$ cat config.mk
export PLATFORM = sky130hd
export DESIGN_NAME = bfrb_ctrl
export DESIGN_NICKNAME = d
export VERILOG_FILES = /design/src/rtl/bfrb_pkg.sv /design/src/rtl/bfrb_ctrl.sv
export SDC_FILE = /design/constraint.sdc
export NUM_CORES = 1
export LEC_CHECK = 0
export ABC_AREA = 1
export BUFFER_PORTS_ARGS = -buffer_cell sky130_fd_sc_hd__buf_2
export CORE_AREA = 2 2 39 41
export DETAILED_ROUTE_END_ITERATION = 16
export DIE_AREA = 0 0 41 43
export PLACE_DENSITY = 0.44
export SYNTH_ARGS = -nofsm -noshare
export SYNTH_HDL_FRONTEND = slang
export SYNTH_SLANG_ARGS = --single-unit
$ cat constraint.sdc
create_clock -name clk_i -period 2.3 [get_ports clk_i]
set_input_delay 0.345 -clock clk_i [delete_from_list [all_inputs] [get_ports clk_i]]
set_output_delay 0.345 -clock clk_i [all_outputs]
set_load 0.05 [all_outputs]
$ cat src/rtl/bfrb_pkg.sv
// Package for the box filter with replicated borders.
// Holds geometry constants, the controller state type and the command/status structs.
`timescale 1ns / 1ps
`default_nettype none
package bfrb_pkg;

  localparam int MaxWidth = 1024;
  localparam int MaxRadius = 7;
  localparam int Slots = 2 * MaxRadius + 1;
  localparam int ColW = $clog2(MaxWidth);
  localparam int SlotW = $clog2(Slots);
  localparam int StoreDepth = Slots * MaxWidth;
  localparam int AddrW = SlotW + ColW;
  localparam int RowW = 13;
  localparam int HRowW = 12;
  localparam int SumW = 16;
  localparam int CfgW = 13;

  typedef enum logic [1:0] {
    CfgWindowSize  = 2'd0,
    CfgFrameWidth  = 2'd1,
    CfgFrameHeight = 2'd2
  } cfg_idx_e;

  typedef enum logic [2:0] {
    StIdle,
    StRead,
    StFlush,
    StLoad,
    StDiv,
    StOut
  } state_e;

  typedef struct packed {
    logic accept;
    logic col_start;
    logic rd_step;
    logic div_load;
    logic div_step;
  } cmd_t;

  typedef struct packed {
    logic emit;
    logic rd_last;
    logic div_last;
    logic col_last;
  } sts_t;

endpackage
`default_nettype wire

$ cat src/rtl/bfrb_ctrl.sv
// Controller for the box filter: sequences window reads, division and output.
// Depends on bfrb_pkg.
`timescale 1ns / 1ps
`default_nettype none
module bfrb_ctrl (
  input  wire logic          clk_i,
  input  wire logic          rst_ni,
  input  wire logic          s_axis_tvalid,
  output logic               s_axis_tready,
  output logic               m_axis_tvalid,
  input  wire logic          m_axis_tready,
  input  wire bfrb_pkg::sts_t sts_i,
  output bfrb_pkg::cmd_t     cmd_o
);
  import bfrb_pkg::*;

  state_e state_q, state_d;

  always_ff @(posedge clk_i or negedge rst_ni) begin
    if (!rst_ni) begin
      state_q <= StIdle;
    end else begin
      state_q <= state_d;
    end
  end

  always_comb begin
    state_d = state_q;
    unique case (state_q)
      StIdle: begin
        if (s_axis_tvalid && sts_i.emit) state_d = StRead;
      end
      StRead: begin
        if (sts_i.rd_last) state_d = StFlush;
      end
      StFlush: state_d = StLoad;
      StLoad:  state_d = StDiv;
      StDiv: begin
        if (sts_i.div_last) state_d = StOut;
      end
      StOut: begin
        if (m_axis_tready) state_d = sts_i.col_last ? StIdle : StRead;
      end
      default: state_d = StIdle;
    endcase
  end

  always_comb begin
    cmd_o = '0;
    s_axis_tready = 1'b0;
    m_axis_tvalid = 1'b0;
    unique case (state_q)
      StIdle: begin
        s_axis_tready = 1'b1;
        cmd_o.accept = s_axis_tvalid;
        cmd_o.col_start = s_axis_tvalid && sts_i.emit;
      end
      StRead:  cmd_o.rd_step = 1'b1;
      StFlush: ;
      StLoad:  cmd_o.div_load = 1'b1;
      StDiv:   cmd_o.div_step = 1'b1;
      StOut: begin
        m_axis_tvalid = 1'b1;
        cmd_o.col_start = m_axis_tready && !sts_i.col_last;
      end
      default: ;
    endcase
  end

endmodule
`default_nettype wire

Word-level counts from Yosys, hierarchy flattened
Cells that the tools add are included.
{ "totals": {"reg_bits": 3, "latch_bits": 0, "ramBits": 0, "mem_bits_ro": 0, "output_inout_bits": 7, "elab_cells": 28, "n_memories": 0} }
{ "op_classes": {"addsub": 0, "n_mul": 0, "div_mod_pow": 0, "order_cmp": 0, "eq_ne": 9, "shifts": 0, "muxes": 13, "bitwise": 0, "reduce_logical": 5} }
{ "op_table": {"columns": ["op", "count"], "rows": [
  ["3-bit case mux with 6 select lines", 1],
  ["3-bit two-way mux", 4],
  ["2-bit != test, second input constant", 4],
  ["1-bit two-way mux", 7],
  ["3-bit by 2-bit == test with 1-bit output, second input constant", 2],
  ["3-bit == test, second input constant", 2],
  ["4-bit AND reduction", 1],
  ["3-bit by 1-bit == test with 1-bit output, second input constant", 1],
  ["3-bit logical NOT", 1],
  ["1-bit logical AND", 2],
  ["1-bit case mux with 2 select lines", 1],
  ["1-bit logical NOT", 1]
]} }

Depth between registers and ports, before layout
{ "logic_depth": {"word_depth": 3, "depth_mapped": 8} }

Worst setup path before layout
OpenSTA, ideal clock, no wires.
{ "synth_timing": {"kind": "register -> output", "startpoint": "reg state_q[1]", "endpoint": "out cmd_o[3] (netlist bit)", "arrival_ps": 1666, "slack_ps": 289, "stages_incl_launch_ff": 6, "n_path_buf": 0, "cell_sequence": "dfrtp_1 inv_1 nand3_1 inv_2 nand2_1 o22ai_1"} }
{ "synth_lines": {"columns": ["element", "line", "rtl"], "rows": [
  ["from (decl)", "bfrb_ctrl.sv:17", "state_e state_q, state_d;"],
  ["from (signal assigned)", "bfrb_ctrl.sv:21", "state_q <= StIdle;"],
  ["from (signal assigned)", "bfrb_ctrl.sv:23", "state_q <= state_d;"],
  ["to (decl)", "bfrb_ctrl.sv:13", "output bfrb_pkg::cmd_t cmd_o"]
]} }

==> results_dict.tcl <==
set metrics [dict create \
    yosys_warnings 0 \
    max_freq_mhz 566 \
    nNetsFinal 77 \
    top_register "state_q" \
    grt_pass1_wl_um 1000 \
    synth_nets 57 \
    drcViolationCount 0 \
    yosysSeqAreaShare_pct 26.5 \
    worst_r2r_path_depth 6 \
    multiInputGateArea_sq_um 159 \
    postCtsSetupBuffers 0 \
    cap_violations 0 \
    drt_pre_antenna_iters 2 \
    clkSinkCount 3 \
    fin_hold_ws_ns 0.439 \
    dpl.hpwl_um 539 \
    slowest_delay_ns 0.42 \
    crit_family "flip-flops" \
    post_cts_resized 0 \
    setup_viol 0 \
    clockBufferDepth 2 \
    min_path_type "in2async" \
    dieArea_sq_um 1760 \
    cts_tree "built" \
    largest_reg_flops 3 \
    netlist.area_leader.share_pct 26.5 \
    synth_top_cell_by_area "dfrtp_1" \
    syn2layout_area_growth_pct 44.7 \
    ys_types 11 \
    fin_crit_sh_pct 76.8 \
    tns_ns 0 \
    async_reset_ff_share_pct 100 \
    die_w_um 41 \
    root_buffer "clkbuf_4" \
    min_period_ns 1.77 \
    maxSlewViolCount 0 \
    fp-row-count 14 \
    grt_overflow 0 \
    power_leakage_nw 0.268 \
    drt-wirelength-per-cell_um 7.44 \
    yosys-top-cells-count "nand2_1, inv_1, nand3_1, nor2_2" \
    worstPathCellList "nor2_2 -> nand2_1 -> o22ai_1 -> buf_2" \
    path_buf_inv 1 \
    ys_ff_latch 3 \
    p_per_area_nw_per_um2 1400 \
    grt_pass1_vias 277 \
    irDropWorstVdd_mv 0.519 \
    clk_pin_slew_worst_paths_ns 0.04 \
    first_iter_violations 4 \
    cp.arrival_ns 1.42 \
    cts_buffers 3 \
    seq_area_sq_um 75.1 \
    start_kind "register" \
    routed_wl_um 625 \
    n_fill_cell 179 \
    finClkSkew_ns 0.000901 \
    reg.largest.list "state_q (3)" \
    ant_nets 0 \
    viasPerCell 3.95 \
    synth.most_common_cell "nand2_1" \
    crit_type "reg2out" \
    rsz0062_at_grt "false" \
    portBuffers 14 \
    htreeDepth 1 \
    hold_violations 0 \
    reg2reg_from "state_q[1]" \
    maxSlewHeadroom_pct 83.5 \
    drive_gt1_share_pct 41.2 \
    crit_slowest_cell "dfrtp_1" \
    ys.flop_type "dfrtp_1" \
    io_pins 15 \
    avgSynthCellArea_sq_um 5.77 \
    worst_pin_slew_ns 0.249 \
    die_y_um 43 \
    synth_edf_count 0 \
    finalCoreUtilization_pct 29.6 \
    syn-cell-area_sq_um 283 \
    grt_usage_pct 8.45 \
    via_count 332 \
    clkLatencyLatePin_ns 0.23 \
    start_util_pct 20.4 \
    antenna_found_initial 0 \
    rrSetupSlack_ns 1.19 \
    finalWeightedCongestion 0.742 \
    worstPathRequired_ns 1.96 \
    coreArea_sq_um 1380 \
    cts_hold_buf 1 \
    diodes 0 \
    synth_area_leaders "dfrtp_1, nand2_1, inv_1" \
    rr_endpoint "state_q[0]" \
    synth_cells 49 \
    crit_fanout 5 \
    critPathCaptureType "output pin" \
    status "finished clean" \
    grt_max_degree 7 \
]
placed cells by master, fill, tap and decap left out:
cell type and count:
nand2_1 13, inv_1 9, clkbuf_1 1, nand3_1 5, dfrtp_1 3, o22ai_1 1
nor2_2 5, nand2_2 2, nor2_1 4, dlygate4sd3_1 1, o21ai_0 1, nand3b_1 2
buf_2 14, inv_2 4, clkbuf_4 3
cells by family (layout without fill, tap and decap cells):
kind of cell           after synthesis  count (layout)  synth area share, %
and+or+nand+nor                     31              31                 52.2
buffers and inverters               13              32                 17.3
DFF                                  3               3                 26.5
AOI/OAI and AO/OA                    2               2                 3.98
worst max path at each step:
stage,slack (ns),cells past startpoint,startpoint,to
6_report,0.53,4,state_q[1],cmd_o[3]
5_1_grt,0.40,4,state_q[1],cmd_o[3]
4_1_cts,0.51,4,state_q[1],cmd_o[3]
3_5_place_dp,0.77,4,state_q[1],cmd_o[3]
3_3_place_gp,0.80,4,state_q[1],cmd_o[3]
2_1_floorplan,0.29,5,state_q[1],cmd_o[3]
layout make-up:
class | instances | area share, %
sequential | 3 | 18.3
multi-input combinational | 33 | 38.8
clock buffer | 4 | 6.42
timing repair buffer | 15 | 19.6
tap | 16 | 4.89
inverter | 13 | 11.9
routing by layer:
metal  global-route usage [%]  up-vias  part of all wire, %
met5                        0        -                    0
met4                     6.00        0                    0
met3                     3.14        0                  5.9
met2                     12.2        8                   50
met1                     9.71      139                   44
li1                         -      185                    -
metrics by stage:
stage,setup WS [ns],power [mW],area [sq um],std cells
2_1_floorplan,0.289,0.409,283,49
5_1_grt,0.404,0.635,409,84
6_report,0.534,0.574,409,84
4_1_cts,0.515,0.587,409,84
3_3_place_gp,0.798,0.493,373,79
3_5_place_dp,0.769,0.489,373,79
power breakdown:
part / switching, mW / total (mW) / internal, mW
Clock: 0.0249 / 0.0897 / 0.0649
Combinational: 0.284 / 0.384 / 0.100
Sequential: 0.0260 / 0.0997 / 0.0737
Total: 0.335 / 0.574 / 0.239
No activity file was read; power rests on OpenSTA's default activity.
